**src/design/arr_pkg.sv**
```systemverilog
// shared types and sequencer codes for aspect_ratio_reduce
// no dependencies
package arr_pkg;

	typedef struct packed {
		logic busy;
		logic done;
	} arr_div_stat_t;

	localparam logic [2:0] ST_IDLE = 3'd0;
	localparam logic [2:0] ST_CHK  = 3'd1;
	localparam logic [2:0] ST_GCD  = 3'd2;
	localparam logic [2:0] ST_DIVW = 3'd3;
	localparam logic [2:0] ST_DIVH = 3'd4;
	localparam logic [2:0] ST_DONE = 3'd5;

endpackage

```
**src/design/aspect_ratio_reduce.sv**
```systemverilog
// Reduces a width and height to their simplest ratio by Euclid's method. A word
// with a negative dimension, or with both dimensions zero, gives ratio_valid low
// and both ratio fields zero without any divider pass. Otherwise every Euclid
// remainder and both final quotients run on one restoring divider that retires
// one bit a cycle while busy; the sequencer takes each result when the divider
// flags done. At 16 bits a word takes at most 22 remainder steps. One word is in
// work at a time; a finished result waits in the output register while the next
// word is taken in.
// depends on arr_pkg and arr_div
module aspect_ratio_reduce import arr_pkg::*; #(
	parameter int DIM_BITS = 16
) (
	input  logic                clk,
	input  logic                arst_n,
	input  logic                in_valid,
	output logic                in_ready,
	input  logic [DIM_BITS-1:0] width,
	input  logic [DIM_BITS-1:0] height,
	output logic                out_valid,
	input  logic                out_ready,
	output logic [DIM_BITS-2:0] ratio_width,
	output logic [DIM_BITS-2:0] ratio_height,
	output logic                ratio_valid
);

	localparam int VAL_BITS = DIM_BITS - 1;

	logic [2:0]          state_q;
	logic [VAL_BITS-1:0] w_q;
	logic [VAL_BITS-1:0] h_q;
	logic [VAL_BITS-1:0] a_q;
	logic [VAL_BITS-1:0] b_q;
	logic [VAL_BITS-1:0] res_w_q;
	logic [VAL_BITS-1:0] res_h_q;
	logic                res_v_q;
	logic                out_valid_q;
	logic [VAL_BITS-1:0] ratio_width_q;
	logic [VAL_BITS-1:0] ratio_height_q;
	logic                ratio_valid_q;

	logic                in_bad;
	logic                out_free;
	logic                div_go;
	logic                div_start;
	logic [VAL_BITS-1:0] div_dividend;
	logic [VAL_BITS-1:0] div_divisor;
	arr_div_stat_t       div_stat;
	logic [VAL_BITS-1:0] div_quot;
	logic [VAL_BITS-1:0] div_rem;

	arr_div #(
		.VAL_BITS(VAL_BITS)
	) u_div (
		.clk     (clk),
		.arst_n  (arst_n),
		.start   (div_start),
		.dividend(div_dividend),
		.divisor (div_divisor),
		.stat    (div_stat),
		.quot    (div_quot),
		.rem     (div_rem)
	);

	assign in_ready  = (state_q == ST_IDLE);
	assign in_bad    = width[DIM_BITS-1] || height[DIM_BITS-1] ||
	                   ((width == '0) && (height == '0));
	assign out_free  = !out_valid_q || out_ready;
	assign div_start = div_go && !div_stat.busy;

	// divider operand select per sequencer step
	always_comb begin
		div_go       = 1'b0;
		div_dividend = a_q;
		div_divisor  = b_q;
		unique case (state_q)
			ST_CHK: begin
				div_go = 1'b1;
				if (b_q == '0) begin
					div_dividend = w_q;
					div_divisor  = a_q;
				end
			end
			ST_DIVW: begin
				div_go       = div_stat.done;
				div_dividend = h_q;
				div_divisor  = a_q;
			end
			default: begin
				div_go = 1'b0;
			end
		endcase
	end

	always_ff @(posedge clk or negedge arst_n) begin
		if (!arst_n) begin
			state_q     <= ST_IDLE;
			out_valid_q <= 1'b0;
		end else begin
			if ((state_q == ST_DONE) && out_free) begin
				out_valid_q <= 1'b1;
			end else if (out_ready) begin
				out_valid_q <= 1'b0;
			end
			unique case (state_q)
				ST_IDLE: begin
					if (in_valid) begin
						state_q <= in_bad ? ST_DONE : ST_CHK;
					end
				end
				ST_CHK: begin
					if (div_start) begin
						state_q <= (b_q == '0) ? ST_DIVW : ST_GCD;
					end
				end
				ST_GCD: begin
					if (div_stat.done) begin
						state_q <= ST_CHK;
					end
				end
				ST_DIVW: begin
					if (div_start) begin
						state_q <= ST_DIVH;
					end
				end
				ST_DIVH: begin
					if (div_stat.done) begin
						state_q <= ST_DONE;
					end
				end
				ST_DONE: begin
					if (out_free) begin
						state_q <= ST_IDLE;
					end
				end
				default: begin
					state_q <= ST_IDLE;
				end
			endcase
		end
	end

	always_ff @(posedge clk) begin
		unique case (state_q)
			ST_IDLE: begin
				w_q     <= width[VAL_BITS-1:0];
				h_q     <= height[VAL_BITS-1:0];
				a_q     <= width[VAL_BITS-1:0];
				b_q     <= height[VAL_BITS-1:0];
				res_w_q <= '0;
				res_h_q <= '0;
				res_v_q <= 1'b0;
			end
			ST_GCD: begin
				if (div_stat.done) begin
					a_q <= b_q;
					b_q <= div_rem;
				end
			end
			ST_DIVW: begin
				if (div_stat.done) begin
					res_w_q <= div_quot;
				end
			end
			ST_DIVH: begin
				if (div_stat.done) begin
					res_h_q <= div_quot;
					res_v_q <= 1'b1;
				end
			end
			ST_DONE: begin
				if (out_free) begin
					ratio_width_q  <= res_w_q;
					ratio_height_q <= res_h_q;
					ratio_valid_q  <= res_v_q;
				end
			end
			default: begin
				res_v_q <= res_v_q;
			end
		endcase
	end

	assign out_valid    = out_valid_q;
	assign ratio_width  = ratio_width_q;
	assign ratio_height = ratio_height_q;
	assign ratio_valid  = ratio_valid_q;

endmodule

```
**src/design/arr_div.sv**
```systemverilog
// shared restoring divider, one quotient bit per cycle while busy
// depends on arr_pkg
module arr_div import arr_pkg::*; #(
	parameter int VAL_BITS = 15
) (
	input  logic                clk,
	input  logic                arst_n,
	input  logic                start,
	input  logic [VAL_BITS-1:0] dividend,
	input  logic [VAL_BITS-1:0] divisor,
	output arr_div_stat_t       stat,
	output logic [VAL_BITS-1:0] quot,
	output logic [VAL_BITS-1:0] rem
);

	localparam int CNT_BITS = $clog2(VAL_BITS + 1);
	localparam logic [CNT_BITS-1:0] CNT_START = CNT_BITS'(VAL_BITS);
	localparam logic [CNT_BITS-1:0] CNT_LAST = CNT_BITS'(1);

	logic [CNT_BITS-1:0] cnt_q;
	logic                busy_q;
	logic                done_q;
	logic [VAL_BITS-1:0] rem_q;
	logic [VAL_BITS-1:0] quo_q;
	logic [VAL_BITS-1:0] dsr_q;
	logic [VAL_BITS:0]   partial;
	logic [VAL_BITS:0]   diff;

	assign partial = {rem_q, quo_q[VAL_BITS-1]};
	assign diff    = partial - {1'b0, dsr_q};

	always_ff @(posedge clk or negedge arst_n) begin
		if (!arst_n) begin
			cnt_q  <= '0;
			busy_q <= 1'b0;
			done_q <= 1'b0;
		end else begin
			done_q <= 1'b0;
			if (start && !busy_q) begin
				cnt_q  <= CNT_START;
				busy_q <= 1'b1;
			end else if (busy_q) begin
				cnt_q <= cnt_q - CNT_LAST;
				if (cnt_q == CNT_LAST) begin
					busy_q <= 1'b0;
					done_q <= 1'b1;
				end
			end
		end
	end

	always_ff @(posedge clk) begin
		if (start && !busy_q) begin
			rem_q <= '0;
			quo_q <= dividend;
			dsr_q <= divisor;
		end else if (busy_q) begin
			if (!diff[VAL_BITS]) begin
				rem_q <= diff[VAL_BITS-1:0];
				quo_q <= {quo_q[VAL_BITS-2:0], 1'b1};
			end else begin
				rem_q <= partial[VAL_BITS-1:0];
				quo_q <= {quo_q[VAL_BITS-2:0], 1'b0};
			end
		end
	end

	assign stat.busy = busy_q;
	assign stat.done = done_q;
	assign quot      = quo_q;
	assign rem       = rem_q;

endmodule

```
**config.mk**
```make
export PLATFORM = sky130hd
export DESIGN_NAME = aspect_ratio_reduce
export DESIGN_NICKNAME = d
export VERILOG_FILES = /design/src/design/arr_pkg.sv /design/src/design/aspect_ratio_reduce.sv /design/src/design/arr_div.sv
export SDC_FILE = /design/constraint.sdc
export NUM_CORES = 1
export LEC_CHECK = 0
export ABC_CLOCK_PERIOD_IN_PS = 4050
export BUFFER_PORTS_ARGS = -buffer_cell sky130_fd_sc_hd__buf_2
export CORE_MARGIN = 5
export CORE_UTILIZATION = 53
export DETAILED_ROUTE_END_ITERATION = 12
export PLACE_DENSITY = 0.75
export SLEW_MARGIN = 25
export SYNTH_ARGS = -nofsm -noshare
export SYNTH_HDL_FRONTEND = slang
export SYNTH_HIERARCHICAL = 1
export SYNTH_SLANG_ARGS = --single-unit
```
**constraint.sdc**
```tcl
create_clock -name clk -period 4.05 [get_ports clk]
set_input_delay 0.81 -clock clk [delete_from_list [all_inputs] [get_ports clk]]
set_output_delay 0.81 -clock clk [all_outputs]
set_load 0.02 [all_outputs]
```
Word level (Yosys, flattened, before mapping) --
Cells that the tools add are included.
Word-level totals: bits in registers 177, bits of input ports 36, output and inout bits 33, word-level logic and storage cells 93
Operators by class: $add $sub $neg 2, eq/ne operators 13, muxes and demuxes 37, reductions and logical operators 23
Operators with widths (number):
- case mux 15 bit (2 select lines) | 6
- 2-to-1 mux 15 bit | 8
- zero test 16 bit | 2
- 2-to-1 mux 3 bit | 7
- case mux 3 bit (6 select lines) | 1
- subtractor 16 x 15 -> 16 bit | 1
- zero test 15 bit | 1
- 2-to-1 mux 1 bit | 11
- inequality test 2 x 1 -> 1 bit (second input constant) | 5
- nonzero test 2 bit | 5
- 2-to-1 mux 4 bit | 2
- AND reduction 2 bit | 4
- == test 3 x 2 -> 1 bit (second input constant) | 2
- == test 3 bit (second input constant) | 2
- AND reduction 6 bit | 1
- == test 4 x 1 -> 1 bit (second input constant) | 1
- logical AND 1 bit | 4
- inequality test 2 bit (second input constant) | 2
- case mux 1 bit (2 select lines) | 2
- subtractor 4 x 1 -> 4 bit (second input constant) | 1
- == test 3 x 1 -> 1 bit (second input constant) | 1
- zero test 3 bit | 1
- logical OR 1 bit | 3
- zero test 1 bit | 2

Longest topological paths before layout --
Gate-level depths: netlist (run 1).
word-level depth 6, gate-level depth with buffers 11, mapped depth without buffers 9

Cells and area by module --
The synthesis (run 1) kept the hierarchy.
By module, submodules not included:
- aspect_ratio_reduce | instances 1, cells an instance 305, area each 5113.7 µm², seq. area each 3763.6 µm²
- arr_div | instances 1, cells an instance 275, area each 2855.2 µm², seq. area each 1351.3 µm²

Worst setup path before layout (run 1) --
OpenSTA, ideal clock, no wires.
path kind reg-to-reg, from register state_q[2], to register a_q[0] (enable), library setup time 386 ps, arrival time 3967 ps, path slack -302 ps, stages on the path, launching flop included 5, buffers on the path 2, cells stage by stage dfrtp_1 > buf_6 > clkbuf_1 > nor3_1 > a21o_1
On the way: longest elaborated chain between the ends 3, elaborated cells on any way between the ends 5, those cells by class eq/ne (2); reduce/logical (3)
Ends and longest elaborated chain:
- start, declared | RTL line aspect_ratio_reduce.sv:28 | logic [2:0] state_q;
- start signal, assigned | RTL line aspect_ratio_reduce.sv:107 | state_q <= in_bad ? ST_DONE : ST_CHK;
- start signal, assigned | RTL line aspect_ratio_reduce.sv:112 | state_q <= (b_q == '0) ? ST_DIVW : ST_GCD;
- zero test 3 bit
- via in_ready | RTL line aspect_ratio_reduce.sv:16 | output logic in_ready,
- nonzero test 2 bit (no line)
- AND reduction 2 bit (no line)
- end signal, assigned | RTL line aspect_ratio_reduce.sv:147 | a_q <= width[VAL_BITS-1:0];
- end signal, assigned | RTL line aspect_ratio_reduce.sv:155 | a_q <= b_q;
- end, declared | RTL line aspect_ratio_reduce.sv:31 | logic [VAL_BITS-1:0] a_q;
The timed path passes the listed nets, and every way through them passes these cells. A chain may end at the register's enable or synchronous reset.

Worst setup path in the final report (run 1) --
from register u_div.rem_q[11], in the netlist u_div/rem[11], to register u_div.rem_q[12], in the netlist u_div/rem[12]
On the way: longest elaborated chain between the ends 2
Ends and longest elaborated chain:
- start, declared | RTL line arr_div.sv:23 | logic [VAL_BITS-1:0] rem_q;
- start signal, assigned | RTL line arr_div.sv:59 | rem_q <= diff[VAL_BITS-1:0];
- start signal, assigned | RTL line arr_div.sv:62 | rem_q <= partial[VAL_BITS-1:0];
- subtractor 16 x 15 -> 16 bit | RTL line arr_div.sv:30 | assign diff = partial - {1'b0, dsr_q};
- 2-to-1 mux 15 bit * | RTL line arr_div.sv:58 | if (!diff[VAL_BITS]) begin
Every way passes the cells marked *; elsewhere a longest branch is shown, timed or not.

==> results of run 1 <==
-- layer usage --
layer / track usage / wire length, microns / up-vias
li1: - / - / 2361
met1: 0.269 / 7180 / 2417
met2: 0.316 / 8120 / 199
met3: 0.0440 / 1180 / 20
met4: 0.0589 / 256 / 0
met5: 0 / 0 / -
-- power by group --
| part | internal [mW] | switching, mW | total (mW) |
|---|---|---|---|
| Combinational | 0.937 | 1.20 | 2.13 |
| Sequential | 2.50 | 0.283 | 2.78 |
| Clock | 0.907 | 0.665 | 1.57 |
| Total | 4.34 | 2.15 | 6.49 |
-- synthesized netlist by cell type (all sizes together), types with 15 or more instances --
| cell | count |
|---|---|
| edfxtp | 152 |
| mux2 | 46 |
| nand2 | 35 |
| and2 | 34 |
| inv | 25 |
| nor2 | 24 |
| a21oi | 20 |
| a221o | 19 |
| and3 | 18 |
| ha | 17 |
| nor3 | 17 |
| buf | 15 |
| dfxtp | 15 |
-- per-stage QoR --
step	instance area, sq um	worst slack, ns
2_1_floorplan	7970	0.800
3_3_place_gp	8470	1.36
3_5_place_dp	8470	1.30
4_1_cts	9040	1.26
5_1_grt	9050	1.04
6_report	9050	1.23
-- cell type report --
cell class | count | area [sq um] | share of cell area
Clock buffer | 19 | 433 | 0.0478
Clock inverter | 13 | 138 | 0.0152
Inverter | 25 | 93.8 | 0.0104
Multi-Input combinational cell | 349 | 2620 | 0.290
Sequential cell | 177 | 5110 | 0.565
Tap cell | 184 | 230 | 0.0254
Timing Repair Buffer | 78 | 415 | 0.0459
-- final timing paths --
path | from | slack [ns] | cells past startpoint | endpoint
max | u_div/rem[11] | 1.23 | 7 | u_div/rem[12]
min | arst_n | 0.25 | 1 | u_div/cnt_q[3]
max reg2reg | u_div/rem[11] | 1.23 | 7 | u_div/rem[12]
min reg2reg | res_h_q[8] | 0.42 | 0 | ratio_height[8]
max in group asynchronous | arst_n | 3.60 | 1 | u_div/cnt_q[2]
min in group clk | res_h_q[8] | 0.42 | 0 | ratio_height[8]
-- flip-flops by register name, indices dropped and copies added (netlist names) --
| signal | count |
|---|---|
| res_v_q | 1 |
| a_q | 15 |
| u_div/quot | 15 |
| w_q | 15 |
| res_w_q | 15 |
| state_q | 3 |
| u_div/done_q | 1 |
| u_div/cnt_q | 4 |
| u_div/dsr_q | 15 |
| ratio_height | 15 |
| b_q | 15 |
| u_div/busy_q | 1 |
| u_div/rem | 15 |
| out_valid | 1 |
| ratio_valid | 1 |
| res_h_q | 15 |
| h_q | 15 |
| ratio_width | 15 |
-- worst max-delay path: cells and delay by family (launching register included) --
kind	cells	cell delay (ns)
AO/OA/AOI/OAI	5	1.55
AND/OR/NAND/NOR	1	0.45
flip-flops	1	0.34
adder cells (fa/ha/maj)	1	0.34
-- cell families after synthesis --
kind of cell	share of synthesized area
DFF	0.642
and+or+nand+nor	0.107
AOI/OAI and AO/OA	0.111
buffers and inverters	0.0325
muxes	0.0663
adders and majority gates	0.0292
xor gates and xnor gates	0.0121
==> qor.log, run 1 <==
[layout] number of fillers in the final layout 1112
[worst_setup_path] delay of the slowest critical-path stage 0.56 ns
[worst_setup_path] worst setup path class register to register
[global_routing] total grt overflow 0
[floorplanning] number of I/O pins 69
[clock_tree] # H-tree levels 4
[place] weighted congestion at the end of routability-driven global placement 0.877
[synthesis] post-synthesis cell type with the largest combined area edfxtp_1
[synthesis] Post-synth EDFFs 152
[hold_path] worst min-delay path category input pin to async pin
[floorplanning] die footprint 17600 sq um
[timing] setup violators final 0
[layout] layout cells sized above 1 0.256
[power_and_ir_drop] maximum resistive drop on vdd 0.000386 V
[synthesis] post-synthesis cell area 7970 sq um
[floorplanning] standard-cell row count 44
[drt] aggregate routed wire length 16.7 mm
[worst_setup_path] endpoint type of the worst setup path register
[timing] Fin. Hold Viols 0
[clock_tree] hold_buf cts 0
[floorplanning] core outline area 14600 sq um
[drt] initial drt markers 353
[timing] worst-margin pin slew 0.905 ns
[drt] via density per instance 5.91
[drt] count of TritonRoute iterations in the first routing pass 5
[synthesis] post-synthesis cell count 580
[drt] via count 4997
[timing] post-route worst hold slack 0.250 ns
[timing] maximum clock frequency 355 MHz
[layout] Layout Nets 702
[place] Cell Count Post-Placement 813
[power_and_ir_drop] power after layout 6.49 mW
[global_routing] wire length of the first global-routing pass 27.1 mm
[timing] fraction of the cycle the final worst path needs 0.696
[timing] final clock skew 0.00693 ns
[clock_tree] buffer depth of the longest clock path 2
[clock_tree] number of gates resized after CTS 0
[timing] RSZ-0062 raised after global routing false
[layout] growth of design area from synthesis to finish 13.5%
[power_and_ir_drop] power density cells 717 nW/um^2
[drt] average wire per standard cell 19.8 microns
[worst_setup_path] library cell contributing the largest single delay on the critical path a211oi_2
[synthesis] share of flip-flops with an asynchronous set or reset after synthesis 0.0565
[clock_tree] clock tree from TritonCTS done
[synthesis] Distinct cells, synth 63
[timing] setup TNS 0 ns
[worst_setup_path] cells traversed along the worst timing path ha_1, a21o_1, a221o_1, a22o_1, a211oi_2, or2_1, o221ai_1
[floorplanning] horizontal die dimension 133 microns
[global_routing] via count of the first global-routing pass 4912
[place] HPWL after detailed placement 11.9 mm
[floorplanning] floorplan die height 133 microns
[layout] commonest cells after routing, fill and taps aside 152 x edfxtp_1, 68 x buf_2, 46 x mux2_2
[power_and_ir_drop] leakage power figure 3.42 nW
[synthesis] most frequently used flop master after synthesis edfxtp_1
[timing] minimum period implied by the final worst setup slack 2.82 ns
[synthesis] share of synthesized area occupied by flip-flops and latches 0.642
[worst_setup_path] endpoint required time on the critical path 4.33 ns
[layout] most common cell after layout, fill and taps aside edfxtp_1
[global_routing] pin count of the biggest net entering global routing 33
[global_routing] initial antenna violation count 0
[global_routing] combined global-route utilization of all metal layers 0.196
[synthesis] number of register bits inferred by synthesis 177
[place] number of port buffers 68
[timing] final-report max-slew violation count 0
[synthesis] Yosys top cell area share 0.573
[clock_tree] clock latency at the later pin of the worst-skew pair 0.42 ns
[synthesis] average size of a mapped cell 13.7 sq um
[drt] # DRC 0
[clock_tree] cell chosen for the clock root clkbuf_16
[worst_setup_path] data arrival at the endpoint of the critical path 3.11 ns
[drt] final antenna-violating net count 0
[synthesis] Post-Syn Nets 634
[layout] end-of-flow core utilization 0.618
[layout] Non-Filler Instances 845
[synthesis] largest cells by area after synthesis edfxtp_1 57%, mux2_2 6.5%, dfxtp_1 3.8%
[clock_tree] clock-pin slew reported for the worst setup and hold paths after clock tree synthesis 0.06 ns
[clock_tree] number of buffers created by CTS 17
[job] count of maximum capacitance violations 0
[run_status] result of the run complete, no violations
[layout] total inserted antenna cells 0
[worst_setup_path] maximum fanout along the worst path 11
[synthesis] Yosys warnings 6
[clock_tree] number of buffers added for setup after CTS 0
[worst_setup_path] kind of start point of the critical path register
[floorplanning] Initial Utilization 0.544
[clock_tree] Num Clock Sinks 177
[timing] max-slew headroom at the worst pin 0.396
No activity file was read; power rests on OpenSTA's default activity.
==> run 2, diff against run 1 <==
--- a/config.mk
+++ b/config.mk
@@ -5,7 +5,7 @@
 export SDC_FILE = /design/constraint.sdc
 export NUM_CORES = 1
 export LEC_CHECK = 0
-export ABC_CLOCK_PERIOD_IN_PS = 4050
+export ABC_CLOCK_PERIOD_IN_PS = 2500
 export BUFFER_PORTS_ARGS = -buffer_cell sky130_fd_sc_hd__buf_2
 export CORE_MARGIN = 5
 export CORE_UTILIZATION = 53
==> constraint.sdc (replaced) <==
create_clock -name clk -period 2.5 [get_ports clk]
set_input_delay 0.5 -clock clk [delete_from_list [all_inputs] [get_ports clk]]
set_output_delay 0.5 -clock clk [all_outputs]
set_load 0.02 [all_outputs]
==> qor.log, run 2 (synthesized netlist as in run 1, its figures left out) <==
[floorplanning] Initial Utilization 0.544
[clock_tree] Num Clock Sinks 177
[timing] setup TNS 0 ns
[drt] via density per instance 5.84
[layout] commonest cells after routing, fill and taps aside 152 x edfxtp_1, 68 x buf_2, 46 x mux2_2
[floorplanning] core outline area 14600 sq um
[timing] Final WS setup 0.0871 ns
[worst_setup_path] data arrival at the endpoint of the critical path 2.73 ns
[timing] final clock skew 0.0118 ns
[run_status] result of the run complete, no violations
[worst_setup_path] library cell contributing the largest single delay on the critical path and4bb_4
[global_routing] total grt overflow 0
[drt] aggregate routed wire length 16.8 mm
[layout] Multi-input gate area 2660 sq um
[worst_setup_path] gate family responsible for the most delay along the worst path compound AO/OA/AOI/OAI gates
[drt] final antenna-violating net count 0
[power_and_ir_drop] power after layout 10.8 mW
[drt] via count 5082
[clock_tree] clock latency at the later pin of the worst-skew pair 0.43 ns
[hold_path] worst min-delay path category input pin to register
[drt] # DRC 0
[drt] average wire per standard cell 19.3 microns
[global_routing] via count of the first global-routing pass 4968
[global_routing] initial antenna violation count 0
[timing] setup violators final 0
[timing] final-report max-slew violation count 0
[layout] growth of design area from synthesis to finish 16.6%
[worst_setup_path] endpoint required time on the critical path 2.82 ns
[clock_tree] buffer depth of the longest clock path 2
[worst_setup_path] kind of start point of the critical path register
[power_and_ir_drop] leakage power figure 3.55 nW
[floorplanning] floorplan die height 133 microns
[clock_tree] # H-tree levels 4
[timing] minimum period implied by the final worst setup slack 2.41 ns
[drt] count of TritonRoute iterations in the first routing pass 5
[power_and_ir_drop] power density cells 1160 nW/um^2
[power_and_ir_drop] maximum resistive drop on vdd 0.000499 V
[global_routing] pin count of the biggest net entering global routing 33
[clock_tree] clock tree from TritonCTS done
[global_routing] wire length of the first global-routing pass 27.1 mm
[worst_setup_path] most frequent cell on the critical path a221o_1
[worst_setup_path] cells traversed along the worst timing path inv_1, ha_4, a21o_1, a221o_1, a22o_1, and4bb_4, buf_6, nor3_1, a221o_1
[hold_path] number of cells traversed by the worst hold path 1
[clock_tree] number of buffers created by CTS 17
[worst_setup_path] Buffers & Inverters on Critical Path 2
[layout] Layout Nets 727
[timing] fraction of the cycle the final worst path needs 0.965
[place] HPWL after detailed placement 12.4 mm
[floorplanning] die footprint 17600 sq um
[layout] layout cells sized above 1 0.297
[clock_tree] clock-pin slew reported for the worst setup and hold paths after clock tree synthesis 0.07 ns
[floorplanning] horizontal die dimension 133 microns
[floorplanning] number of I/O pins 69
[place] pre-CTS worst setup slack 0.0245 ns
[worst_setup_path] delay of the slowest critical-path stage 0.40 ns
[layout] area taken by flip-flops and latches 5120 sq um
[drt] initial drt markers 418
[clock_tree] cell chosen for the clock root clkbuf_16
[floorplanning] standard-cell row count 44
[worst_setup_path] critical path depth in cells 9
[layout] number of fillers in the final layout 1095
[layout] total inserted antenna cells 0
[global_routing] combined global-route utilization of all metal layers 0.197
[worst_setup_path] reg2reg path depth 9
[worst_setup_path] endpoint type of the worst setup path register
[place] weighted congestion at the end of routability-driven global placement 0.871
[timing] worst-margin pin slew 0.839 ns
[worst_setup_path] worst setup path class register to register
[timing] Fin. Hold Viols 0
[timing] max-slew headroom at the worst pin 0.439
[timing] maximum clock frequency 414 MHz
[layout] most common cell after layout, fill and taps aside edfxtp_1
[place] number of port buffers 68
[worst_setup_path] maximum fanout along the worst path 7
[job] count of maximum capacitance violations 0
-- run 2: cell count changes in the layout (fill, tap and decap cells not counted), sizes merged --
| cell | delta |
|---|---|
| clkinv | +2 |
| inv | +5 |
| buf | +23 |
| bufinv | -2 |
| dlygate4sd3 | +1 |
| clkinvlp | -4 |
-- run 2: final timing paths --
path                                  from              end  slack (ns)
max                        u_div/dsr_q[12]     u_div/rem[3]        0.09
min                             height[12]          h_q[12]        0.27
max reg2reg                u_div/dsr_q[12]     u_div/rem[3]        0.09
min reg2reg                     res_h_q[4]  ratio_height[4]        0.42
max in group asynchronous           arst_n   u_div/cnt_q[3]        1.85
min in group asynchronous           arst_n     u_div/busy_q        0.46
-- run 2: final cells by class --
type / count / area share
sequential: 177 / 0.550
multi-input combinational: 349 / 0.287
timing repair buffer: 103 / 0.0666
clock buffer: 18 / 0.0462
tap: 184 / 0.0248
clock inverter: 14 / 0.0152
inverter: 25 / 0.0101
-- run 2: what timing repair did --
item	in CTS	in global routing
endpoints found under the hold margin	10	0
gates resized for setup	0	11
setup endpoints to repair	0	16
hold buffers	1	0
buffers inserted	0	2
-- run 2: where the power goes --
| part | total (mW) | switching, mW | internal [mW] | leakage (nW) |
|---|---|---|---|---|
| Clock | 2.53 | 1.21 | 1.32 | 0.276 |
| Combinational | 3.82 | 2.07 | 1.75 | 1.62 |
| Sequential | 4.44 | 0.400 | 4.04 | 1.65 |
-- run 2: routing by layer --
layer	share of wire	vias to the layer above	wire length (microns)	track usage
li1	-	2411	-	-
met1	0.43	2459	7170	0.265
met3	0.063	13	1060	0.0406
met5	0	-	0	0
met4	0.012	0	195	0.0670
met2	0.50	199	8360	0.320
-- run 2: worst register-to-register path: cells and delay by family, from the launching register on --
kind | cells | cell delay, ns
buf+inv | 2 | 0.24
compound gates | 4 | 1.04
fa+ha+maj | 1 | 0.21
simple gates | 2 | 0.45
flops | 1 | 0.37
-- run 2: per-stage QoR --
stage / instances / util / instance area (sq um) / hold slack [ns]
global route: 870 / 0.635 / 9290 / 0.257
detailed placement: 835 / 0.591 / 8660 / 0.370
floorplan: 580 / - / 8000 / 0.204
CTS: 868 / 0.631 / 9240 / 0.249
finish: 870 / 0.635 / 9290 / 0.271
global placement: 835 / 0.591 / 8660 / 0.367
